`src/hdl/dta_pkg.sv`:
```
// ---------------------------------------------------------------------------
// dta_pkg
// Types and constants of the delayed threshold alarm.
// ---------------------------------------------------------------------------
package dta_pkg;

    localparam int CFG_DATA_W = 32;
    localparam int CFG_IDX_W  = 3;

    // register indexes
    localparam logic [CFG_IDX_W-1:0] REG_HIGH_ENABLE = 3'd0;
    localparam logic [CFG_IDX_W-1:0] REG_LOW_ENABLE  = 3'd1;
    localparam logic [CFG_IDX_W-1:0] REG_HIGH_LIMIT  = 3'd2;
    localparam logic [CFG_IDX_W-1:0] REG_LOW_LIMIT   = 3'd3;
    localparam logic [CFG_IDX_W-1:0] REG_HYSTERESIS  = 3'd4;
    localparam logic [CFG_IDX_W-1:0] REG_DELAY_MS    = 3'd5;
    localparam logic [CFG_IDX_W-1:0] REG_SOURCE_TAG  = 3'd6;

    // alarm status codes
    localparam logic [1:0] ST_NONE   = 2'd0;
    localparam logic [1:0] ST_HIGH   = 2'd1;
    localparam logic [1:0] ST_LOW    = 2'd2;
    localparam logic [1:0] ST_UNUSED = 2'd3;

    typedef struct packed {
        logic               high_enable;
        logic               low_enable;
        logic signed [15:0] high_limit;
        logic signed [15:0] low_limit;
        logic [14:0]        hysteresis;
        logic [31:0]        delay_ms;
        logic [7:0]         source_tag;
    } cfg_t;

    // events produced by one sample
    typedef struct packed {
        logic [1:0] count;
        logic [1:0] status0;
        logic [1:0] status1;
    } ev_t;

endpackage

```
`src/hdl/delayed_threshold_alarm.sv`:
```
// ---------------------------------------------------------------------------
// delayed_threshold_alarm
// High/low threshold alarm with breach delay, hysteresis and status events.
// ---------------------------------------------------------------------------
//  channel | handshake            | payload
//  --------+----------------------+------------------------------------
//  in      | in_valid / in_ready  | sample (s16), now_ms (u32)
//  out     | out_valid / out_ready| tag (u8), new_status (u2), last
//  cfg     | cfg_we               | cfg_index (3b), cfg_data (32b)
//
//  An accepted sample lands in the input register; once the result register
//  has space, the alarm update runs in one pass and its 0..2 events load it.
//  Sustained rate is one sample per cycle while samples yield at most one
//  event and out_ready stays high; a sample that yields two events holds
//  the result register until out_ready has taken both, which bounds the rate.
//  Reset clears the alarm state, the pending breaches and loads the register
//  reset values; out_valid stalls hold the input register and then in_ready.
// ---------------------------------------------------------------------------
module delayed_threshold_alarm (
    input  logic                           clk,
    input  logic                           rst_n,
    input  logic                           in_valid,
    output logic                           in_ready,
    input  logic signed [15:0]             sample,
    input  logic [31:0]                    now_ms,
    output logic                           out_valid,
    input  logic                           out_ready,
    output logic [7:0]                     tag,
    output logic [1:0]                     new_status,
    output logic                           last,
    input  logic                           cfg_we,
    input  logic [dta_pkg::CFG_IDX_W-1:0]  cfg_index,
    input  logic [dta_pkg::CFG_DATA_W-1:0] cfg_data
);

    dta_pkg::cfg_t cfg;
    dta_pkg::ev_t  ev;

    logic               s1_valid_reg, s1_valid_next;
    logic signed [15:0] s1_sample_reg;
    logic [31:0]        s1_now_reg;
    logic               space;
    logic               go;
    logic               accept;

    // run the update when the result register will be free to take its events
    assign go       = s1_valid_reg && space;
    assign in_ready = !s1_valid_reg || go;
    assign accept   = in_valid && in_ready;

    always_comb
    begin
        s1_valid_next = s1_valid_reg;
        if (accept)
            s1_valid_next = 1'b1;
        else if (go)
            s1_valid_next = 1'b0;
    end

    always_ff @(posedge clk or negedge rst_n)
    begin
        if (!rst_n)
            s1_valid_reg <= 1'b0;
        else
            s1_valid_reg <= s1_valid_next;
    end

    // hold the payload of the sample in flight
    always_ff @(posedge clk)
    begin
        if (accept)
        begin
            s1_sample_reg <= sample;
            s1_now_reg    <= now_ms;
        end
    end

    dta_cfg u_cfg (
        .clk       (clk),
        .rst_n     (rst_n),
        .cfg_we    (cfg_we),
        .cfg_index (cfg_index),
        .cfg_data  (cfg_data),
        .cfg       (cfg)
    );

    dta_step u_step (
        .clk    (clk),
        .rst_n  (rst_n),
        .go     (go),
        .sample (s1_sample_reg),
        .now_ms (s1_now_reg),
        .cfg    (cfg),
        .ev     (ev)
    );

    dta_evq u_evq (
        .clk        (clk),
        .rst_n      (rst_n),
        .load       (go),
        .ev         (ev),
        .load_tag   (cfg.source_tag),
        .space      (space),
        .out_valid  (out_valid),
        .out_ready  (out_ready),
        .tag        (tag),
        .new_status (new_status),
        .last       (last)
    );

endmodule

```
`src/hdl/dta_cfg.sv`:
```
// ---------------------------------------------------------------------------
// dta_cfg
// Configuration register file with plain write port.
// ---------------------------------------------------------------------------
module dta_cfg (
    input  logic                             clk,
    input  logic                             rst_n,
    input  logic                             cfg_we,
    input  logic [dta_pkg::CFG_IDX_W-1:0]    cfg_index,
    input  logic [dta_pkg::CFG_DATA_W-1:0]   cfg_data,
    output dta_pkg::cfg_t                    cfg
);

    dta_pkg::cfg_t cfg_reg;
    dta_pkg::cfg_t cfg_next;

    always_comb
    begin
        cfg_next = cfg_reg;
        if (cfg_we)
        begin
            unique case (cfg_index)
                dta_pkg::REG_HIGH_ENABLE: cfg_next.high_enable = cfg_data[0];
                dta_pkg::REG_LOW_ENABLE:  cfg_next.low_enable  = cfg_data[0];
                dta_pkg::REG_HIGH_LIMIT:  cfg_next.high_limit  = cfg_data[15:0];
                dta_pkg::REG_LOW_LIMIT:   cfg_next.low_limit   = cfg_data[15:0];
                dta_pkg::REG_HYSTERESIS:  cfg_next.hysteresis  = cfg_data[14:0];
                dta_pkg::REG_DELAY_MS:    cfg_next.delay_ms    = cfg_data[31:0];
                dta_pkg::REG_SOURCE_TAG:  cfg_next.source_tag  = cfg_data[7:0];
                default:                  cfg_next = cfg_reg;
            endcase
        end
    end

    always_ff @(posedge clk or negedge rst_n)
    begin
        if (!rst_n)
        begin
            cfg_reg.high_enable <= 1'b0;
            cfg_reg.low_enable  <= 1'b0;
            cfg_reg.high_limit  <= 16'sh7FFF;
            cfg_reg.low_limit   <= 16'sh8000;
            cfg_reg.hysteresis  <= '0;
            cfg_reg.delay_ms    <= '0;
            cfg_reg.source_tag  <= '0;
        end
        else
        begin
            cfg_reg <= cfg_next;
        end
    end

    assign cfg = cfg_reg;

endmodule

```
`src/hdl/dta_step.sv`:
```
// ---------------------------------------------------------------------------
// dta_step
// Alarm state and the per-sample update with its event list.
// ---------------------------------------------------------------------------
module dta_step (
    input  logic               clk,
    input  logic               rst_n,
    input  logic               go,
    input  logic signed [15:0] sample,
    input  logic [31:0]        now_ms,
    input  dta_pkg::cfg_t      cfg,
    output dta_pkg::ev_t       ev
);

    logic [1:0]  alarm_state_reg, alarm_state_next;
    logic        high_pending_reg, high_pending_next;
    logic [31:0] high_start_reg, high_start_next;
    logic        low_pending_reg, low_pending_next;
    logic [31:0] low_start_reg, low_start_next;

    logic signed [16:0] s_ext;
    logic signed [16:0] high_clear;
    logic signed [16:0] low_clear;

    assign s_ext      = {sample[15], sample};
    assign high_clear = {cfg.high_limit[15], cfg.high_limit} - $signed({2'b00, cfg.hysteresis});
    assign low_clear  = {cfg.low_limit[15], cfg.low_limit} + $signed({2'b00, cfg.hysteresis});

    always_comb
    begin
        logic [1:0]  st;
        logic        hp;
        logic [31:0] hs;
        logic        lp;
        logic [31:0] ls;
        logic [1:0]  n;
        logic [1:0]  e0;
        logic [1:0]  e1;

        st = alarm_state_reg;
        hp = high_pending_reg;
        hs = high_start_reg;
        lp = low_pending_reg;
        ls = low_start_reg;
        n  = 2'd0;
        e0 = dta_pkg::ST_NONE;
        e1 = dta_pkg::ST_NONE;

        // high side
        if (cfg.high_enable)
        begin
            if (!hp && (sample >= cfg.high_limit))
            begin
                hp = 1'b1;
                hs = now_ms;
            end
            if (hp && (sample < cfg.high_limit) && (st == dta_pkg::ST_NONE))
                hp = 1'b0;
            if (hp && (st == dta_pkg::ST_NONE) && ((now_ms - hs) >= cfg.delay_ms))
            begin
                st = dta_pkg::ST_HIGH;
                if (n == 2'd0) e0 = st; else e1 = st;
                n = n + 2'd1;
            end
            if ((st == dta_pkg::ST_HIGH) && (s_ext < high_clear))
            begin
                st = dta_pkg::ST_NONE;
                hp = 1'b0;
                if (n == 2'd0) e0 = st; else e1 = st;
                n = n + 2'd1;
            end
        end
        // drop a high alarm whose side is off
        if ((st == dta_pkg::ST_HIGH) && !cfg.high_enable)
        begin
            st = dta_pkg::ST_NONE;
            hp = 1'b0;
            if (n == 2'd0) e0 = st; else e1 = st;
            n = n + 2'd1;
        end

        // low side
        if (cfg.low_enable)
        begin
            if (!lp && (sample <= cfg.low_limit))
            begin
                lp = 1'b1;
                ls = now_ms;
            end
            if (lp && (sample > cfg.low_limit) && (st == dta_pkg::ST_NONE))
                lp = 1'b0;
            if (lp && (st == dta_pkg::ST_NONE) && ((now_ms - ls) >= cfg.delay_ms))
            begin
                st = dta_pkg::ST_LOW;
                if (n == 2'd0) e0 = st; else e1 = st;
                n = n + 2'd1;
            end
            if ((st == dta_pkg::ST_LOW) && (s_ext > low_clear))
            begin
                st = dta_pkg::ST_NONE;
                lp = 1'b0;
                if (n == 2'd0) e0 = st; else e1 = st;
                n = n + 2'd1;
            end
        end
        if ((st == dta_pkg::ST_LOW) && !cfg.low_enable)
        begin
            st = dta_pkg::ST_NONE;
            lp = 1'b0;
            if (n == 2'd0) e0 = st; else e1 = st;
            n = n + 2'd1;
        end

        alarm_state_next  = st;
        high_pending_next = hp;
        high_start_next   = hs;
        low_pending_next  = lp;
        low_start_next    = ls;
        ev.count   = n;
        ev.status0 = e0;
        ev.status1 = e1;
    end

    always_ff @(posedge clk or negedge rst_n)
    begin
        if (!rst_n)
        begin
            alarm_state_reg  <= dta_pkg::ST_NONE;
            high_pending_reg <= 1'b0;
            high_start_reg   <= '0;
            low_pending_reg  <= 1'b0;
            low_start_reg    <= '0;
        end
        else if (go)
        begin
            alarm_state_reg  <= alarm_state_next;
            high_pending_reg <= high_pending_next;
            high_start_reg   <= high_start_next;
            low_pending_reg  <= low_pending_next;
            low_start_reg    <= low_start_next;
        end
    end

endmodule

```
`src/hdl/dta_evq.sv`:
```
// ---------------------------------------------------------------------------
// dta_evq
// Two-entry result register that delivers a sample's events in order.
// ---------------------------------------------------------------------------
module dta_evq (
    input  logic          clk,
    input  logic          rst_n,
    input  logic          load,
    input  dta_pkg::ev_t  ev,
    input  logic [7:0]    load_tag,
    output logic          space,
    output logic          out_valid,
    input  logic          out_ready,
    output logic [7:0]    tag,
    output logic [1:0]    new_status,
    output logic          last
);

    logic [1:0] cnt_reg, cnt_next;
    logic [1:0] slot0_reg, slot0_next;
    logic [1:0] slot1_reg, slot1_next;
    logic [7:0] tag_reg, tag_next;
    logic       pop;

    assign pop   = (cnt_reg != 2'd0) && out_ready;
    assign space = (cnt_reg == 2'd0) || ((cnt_reg == 2'd1) && out_ready);

    always_comb
    begin
        cnt_next   = cnt_reg;
        slot0_next = slot0_reg;
        slot1_next = slot1_reg;
        tag_next   = tag_reg;
        if (pop)
        begin
            cnt_next   = cnt_reg - 2'd1;
            slot0_next = slot1_reg;
        end
        // load only happens once the queue drains this cycle
        if (load)
        begin
            cnt_next = ev.count;
            if (ev.count != 2'd0)
            begin
                slot0_next = ev.status0;
                slot1_next = ev.status1;
                tag_next   = load_tag;
            end
        end
    end

    always_ff @(posedge clk or negedge rst_n)
    begin
        if (!rst_n)
            cnt_reg <= 2'd0;
        else
            cnt_reg <= cnt_next;
    end

    always_ff @(posedge clk)
    begin
        slot0_reg <= slot0_next;
        slot1_reg <= slot1_next;
        tag_reg   <= tag_next;
    end

    assign out_valid  = (cnt_reg != 2'd0);
    assign new_status = slot0_reg;
    assign last       = (cnt_reg == 2'd1);
    assign tag        = tag_reg;

endmodule

```
`config.mk`:
```
export PLATFORM = sky130hd
export DESIGN_NAME = delayed_threshold_alarm
export DESIGN_NICKNAME = d
export VERILOG_FILES = /design/src/hdl/dta_pkg.sv /design/src/hdl/delayed_threshold_alarm.sv /design/src/hdl/dta_cfg.sv /design/src/hdl/dta_step.sv /design/src/hdl/dta_evq.sv
export SDC_FILE = /design/constraint.sdc
export NUM_CORES = 1
export LEC_CHECK = 0
export BUFFER_PORTS_ARGS = -buffer_cell sky130_fd_sc_hd__buf_2
export CORE_ASPECT_RATIO = 0.5
export CORE_MARGIN = 2
export CORE_UTILIZATION = 52
export DETAILED_ROUTE_END_ITERATION = 8
export MAX_ROUTING_LAYER = met4
export PLACE_DENSITY = 0.71
export SLEW_MARGIN = 0
export SYNTH_ARGS = -nofsm -noshare
export SYNTH_HDL_FRONTEND = slang
export SYNTH_SLANG_ARGS = --single-unit
```
`constraint.sdc`:
```
create_clock -name clk -period 13.05 [get_ports clk]
set_clock_uncertainty 0.15 [all_clocks]
set_input_delay 2.61 -clock clk [delete_from_list [all_inputs] [get_ports clk]]
set_output_delay 2.61 -clock clk [all_outputs]
set_load 0.005 [all_outputs]
```
After elaboration in Yosys (flattened, before gate mapping):

Index checks and enable logic that the tools add are counted.

* bits in registers: 220
* input port bits: 88
* output and inout port bits: 13
* logic and storage cells: 164

* add/sub/neg operators: 10
* order comparisons: 8
* equality and inequality tests: 11
* multiplexer cells: 64
* reduce and logical (&&, ||, !) cells: 52

Operators by type and width (number)
* $mux W32: 4
* $mux W2: 42
* $ge A32 B32 Y1: 2
* $sub A32 B32 Y32: 2
* $reduce_and A2 Y1: 12
* $logic_and A1 B1 Y1: 18
* $mux W1: 18
* $add A16 B16 Y17: 1
* $gt A16 B17 Y1: 1
* $lt A16 B17 Y1: 1
* $sub A16 B16 Y17: 1
* $ge A16 B16 Y1: 1
* $gt A16 B16 Y1: 1
* $le A16 B16 Y1: 1
* $logic_not A2 Y1: 8
* $lt A16 B16 Y1: 1
* $reduce_bool A2 Y1: 6
* $add A2 B1 Y2 const B: 5
* $eq A3 B3 Y1 const B: 3
* $eq A2 B1 Y1 const B: 3
* $eq A3 B2 Y1 const B: 2
* $logic_not A1 Y1: 5
* $eq A2 B2 Y1 const B: 2
* $eq A3 B1 Y1 const B: 1
* other kinds (3): 4

Longest topological paths before layout:

* depth in word-level cells: 37
* depth in mapped cells: 44
* depth with buffers taken out: 43

Cells and area by module:

Synthesis repeated with hierarchy kept, for this count alone.

* cell total of the unflattened synthesis: 1521
* area total of the unflattened synthesis: 16341.9 um^2

Modules (own cells, without submodules)
* dta_step: instances 1, cells an instance 1238, area an instance 10830.4 um^2, seq. area each 1701.6 um^2
* dta_cfg: instances 1, cells an instance 194, area an instance 3470.8 um^2, seq. area each 2247.2 um^2
* delayed_threshold_alarm: instances 1, cells an instance 53, area an instance 1501.4 um^2, seq. area each 1466.4 um^2
* dta_evq: instances 1, cells an instance 36, area an instance 539.3 um^2, seq. area each 390.4 um^2

Worst setup path after synthesis:

Ideal clock, no wire load.

* kind: flip-flop to flip-flop
* start: register u_cfg.cfg_reg (netlist bit u_cfg.cfg[78])
* end: register u_evq.slot1_reg[1] (enable)
* library setup time: 322 ps
* arrival: 9086 ps
* required time: 12578 ps
* slack: 3493 ps
* stages on the path, launching flop included: 44
* buffers on the path: 1
* period minus slack after synthesis: 9557 ps
* path through: dfstp_2 -> inv_1 -> ha_1 -> a211o_1 -> a31oi_1 -> o22a_1 -> nand4_2 -> nand2_1 -> buf_1 -> nand2_1 -> o21ai_0 -> ha_1 -> inv_1 -> fa_1 -> a21o_1 -> a21oi_1 -> nor2b_1 -> o21ai_0 -> (+8 left out) -> a2111oi_0 -> o21ai_1 -> a221oi_1 -> nor2b_1 -> o21ai_0 -> o21ai_1 -> a221oi_1 -> ha_1 -> a21oi_1 -> ha_1 -> a21oi_1 -> ha_1 -> nor3_1 -> or3_1 -> ha_1 -> nand2_1 -> o41ai_2 -> o21a_2

* longest elaborated chain between the ends: 36
* elaborated cells between the ends (all ways): 57
* classes of those cells: 7 x add/sub; 4 x order compare; 4 x eq/ne; 27 x mux; 15 x reduce/logical

RTL lines
* start: declaration: line dta_cfg.sv:14 `dta_pkg::cfg_t cfg_reg;`
* start signal: assignment: line dta_cfg.sv:49 `cfg_reg <= cfg_next;`
* branches (longest 33 deep; another with $sub A32 B32 Y32)
* $mux W2 (*): line dta_step.sv:106 `if ((st == dta_pkg::ST_LOW) && !cfg.low_enable)`
* $reduce_bool A2 Y1 (*): line dta_evq.sv:43 `if (ev.count != 2'd0)`
* $reduce_and A2 Y1 (no line) (*)
* end signal: assignment: line dta_evq.sv:63 `slot1_reg <= slot1_next;`
* end: declaration: line dta_evq.sv:21 `logic [1:0] slot1_reg, slot1_next;`

Every way passes the cells marked *. The select of a mux whose other input is x is not followed.
A chain may end at the register's enable or synchronous reset.

Worst setup path in the final report:

Ends and elaborated chain as after synthesis.

==> results.py <==
metrics = {
    "clock_tree": {
        "clkSlewWorstSetupHoldPaths_ns": 0.06,
        "clock-sinks": 219,
        "cts_hold_buf": 0,
        "cts_buffers": 23,
        "cts_tree": "built",
        "clk_latency_ns": 0.55,
        "max-clock-path-buffers": 3,
        "htreeDepth": 1,
        "cts_resized": 0,
        "cts_setup_buffers": 0,
        "root_buffer": "clkbuf_16",
    },
    "logic_synthesis": {
        "yosysSeqAreaShare": 0.3549,
        "synth_ff_type": "dfrtp_1",
        "synth.avg_cell_area_um2": 10.14,
        "syn_nets": 1923,
        "ys_seq_elements": 219,
        "ys_types": 83,
        "async_flop_share": 0.7306,
        "synth_edf_count": 57,
        "synth_warnings": 0,
        "synth_cells": 1604,
        "syn_area_um2": 16270,
    },
    "critical_path": {
        "critPathLaunchType": "register",
        "critical_path_class": "reg -> reg",
        "cp.required_ns": 13.11,
        "crit_top_cell": "ha_1",
        "r2r_slack_ns": 1.98,
        "cp_slowest_cell": "nand2_2",
        "path_delay_family": "compound AO/OA/AOI/OAI gates",
        "critPathMaxFanout": 20,
        "cp-end-kind": "register",
        "path_buf_inv": 3,
        "max_stage_delay_ns": 0.56,
        "cp.arrival_ns": 11.13,
    },
    "run": {
        "drv_cap": 0,
    },
    "die": {
        "start_util": 0.5322,
        "core_region_area_um2": 30570,
        "io_pins": 101,
        "die_width_um": 254.2,
        "die-area_um2": 32810,
        "rows": 45,
        "fp.dieH_um": 129.1,
    },
    "route": {
        "post-route-drc-count": 0,
        "via_per_inst": 5.718,
        "dr.first_iter.drc_count": 724,
        "post_drt_wl_per_cell_um": 18.29,
        "dr_total_vias": 12270,
        "dr.pass1.iters": 5,
        "drt-total-wl_mm": 39.23,
        "final_antenna_net_count": 0,
    },
    "pwr": {
        "p_sw_frac": 0.4476,
        "leakage_nw": 8.264,
        "ir_drop_uv": 105.3,
        "switching_power_mw": 2.292,
        "p_per_area_nw_per_um2": 283.5,
        "clock_power_share": 0.134,
        "intPower_mw": 2.828,
        "p_comb_frac": 0.651,
        "p_seq_frac": 0.215,
    },
    "final_layout": {
        "finalCoreUtilization": 0.5908,
        "nets": 2024,
        "final_cell_mix": "ha_1 (227), dfrtp_1 (144), inv_1 (142)",
        "fillers": 2652,
        "area_growth_pct": 11.00,
        "insertedDiodeCount": 0,
        "drive_gt1_frac": 0.1812,
        "final_common_cell": "ha_1",
        "final_area_um2": 18060,
        "largest_register_ffs": 89,
    },
    "global_route": {
        "grt_use_total": 0.2513,
        "grt_max_degree": 96,
        "grt_pass1_vias": 12210,
        "grt_overflow_total": 0,
        "grt_pass1_wl_mm": 63.14,
        "antenna_found_initial": 0,
    },
    "timing": {
        "setup_violations": 0,
        "setup_tns_ns": 0,
        "report.final.slew_viol_count": 0,
        "fmax_mhz": 90.35,
        "fin_crit_ns": 11.07,
        "finalHoldViolCount": 0,
        "worst_pin_slew_ns": 1.095,
        "relSlewSlack": 0.2681,
        "fin_crit_sh": 0.8481,
        "rsz0062_at_grt": "false",
    },
    "place": {
        "portBuffers": 100,
        "post-dp-hpwl_mm": 29.78,
        "place_area_um2": 17280,
        "place.gp.congestion": 0.9101,
    },
    "min_path": {
        "hp-class": "reg -> reg",
    },
    "status": {
        "status": "finished clean",
    },
}
==> layout make-up <==
type,count,area (µm²),area share
Timing Repair Buffer,110,581.8,0.03221
Inverter,142,533.0,0.02951
Multi-Input combinational cell,1209,9863,0.5461
Clock buffer,27,610.6,0.03381
Clock inverter,15,167.7,0.009283
Tap cell,423,529.3,0.02930
Sequential cell,219,5776,0.3198
==> power by group through the flow <==
stage                     Combinational, mW  Sequential (mW)  Clock (mW)
after floorplan                        2.57             1.06           0
after global placement                 3.24             1.10           0
after detailed placement               3.29             1.11           0
after CTS                              3.32             1.10       0.705
after global routing                   3.75             1.13       0.732
final                                  3.33             1.10       0.687
==> synth_stat cells, types with 17 or more instances <==
cell      count  area [µm²]
ha_1        227        2840
nor2_1       64       240.2
o21ai_0      98       490.5
nor2b_1      20       125.1
mux2_2      120        1351
a21o_1       38       285.3
nand3_1      21       105.1
nand2_1     103       386.6
dfrtp_1     144        3603
xnor2_1      53       464.2
nor3_1       17       85.08
mux2i_1      63       630.6
a21oi_1     105       525.5
nand4_1      18       112.6
inv_1       142       533.0
clkbuf_1     24       90.09
edfxtp_1     57        1712
nand2b_1     17       106.4
xor2_1       26       227.7
==> path summary, 6_finish.rpt <==
check | start | to | cells after the start
setup reg to reg | u_cfg.cfg[78]$_DFFE_PN1P_ | u_evq.slot1_reg[1]$_DFFE_PP_ | 43
min in group asynchronous | rst_n | u_step.low_start_reg[18]$_DFFE_PN0P_ | 1
hold / removal | u_cfg.cfg[1]$_DFFE_PN0P_ | u_evq.tag[1]$_DFFE_PP_ | 0
hold reg to reg | u_cfg.cfg[1]$_DFFE_PN0P_ | u_evq.tag[1]$_DFFE_PP_ | 0
max in group asynchronous | rst_n | u_cfg.cfg[0]$_DFFE_PN0P_ | 2
setup / recovery | u_cfg.cfg[78]$_DFFE_PN1P_ | u_evq.slot1_reg[1]$_DFFE_PP_ | 43
==> stage by stage <==
| step | power (mW) | setup slack, ns | cells | hold slack (ns) |
|---|---|---|---|---|
| after floorplan | 3.630 | 3.493 | 1604 | 0.2694 |
| after global placement | 4.340 | 2.333 | 2103 | 0.2703 |
| after detailed placement | 4.397 | 2.177 | 2103 | 0.2792 |
| after CTS | 5.121 | 2.148 | 2145 | 0.2983 |
| after global routing | 5.616 | 1.262 | 2145 | 0.3081 |
| final | 5.120 | 1.982 | 2145 | 0.2976 |
==> cell families after synthesis <==
| family | Yosys count | share of synthesized area |
|---|---|---|
| flip-flops | 219 | 0.3549 |
| AND/OR/NAND/NOR | 318 | 0.09712 |
| buffers and inverters | 176 | 0.04068 |
| multiplexers | 186 | 0.1239 |
| XOR/XNOR | 79 | 0.04252 |
| adder cells (fa/ha/maj) | 231 | 0.1795 |
| AO/OA/AOI/OAI | 395 | 0.1614 |
==> metal layers <==
layer	GRT usage	vias up	part of all wire
met4	0.04152	0	0.015
met1	0.3440	5937	0.48
li1	-	6069	-
met3	0.02993	45	0.042
met5	-	-	0
met2	0.4103	215	0.46
Power figures use the tool's default switching activity.
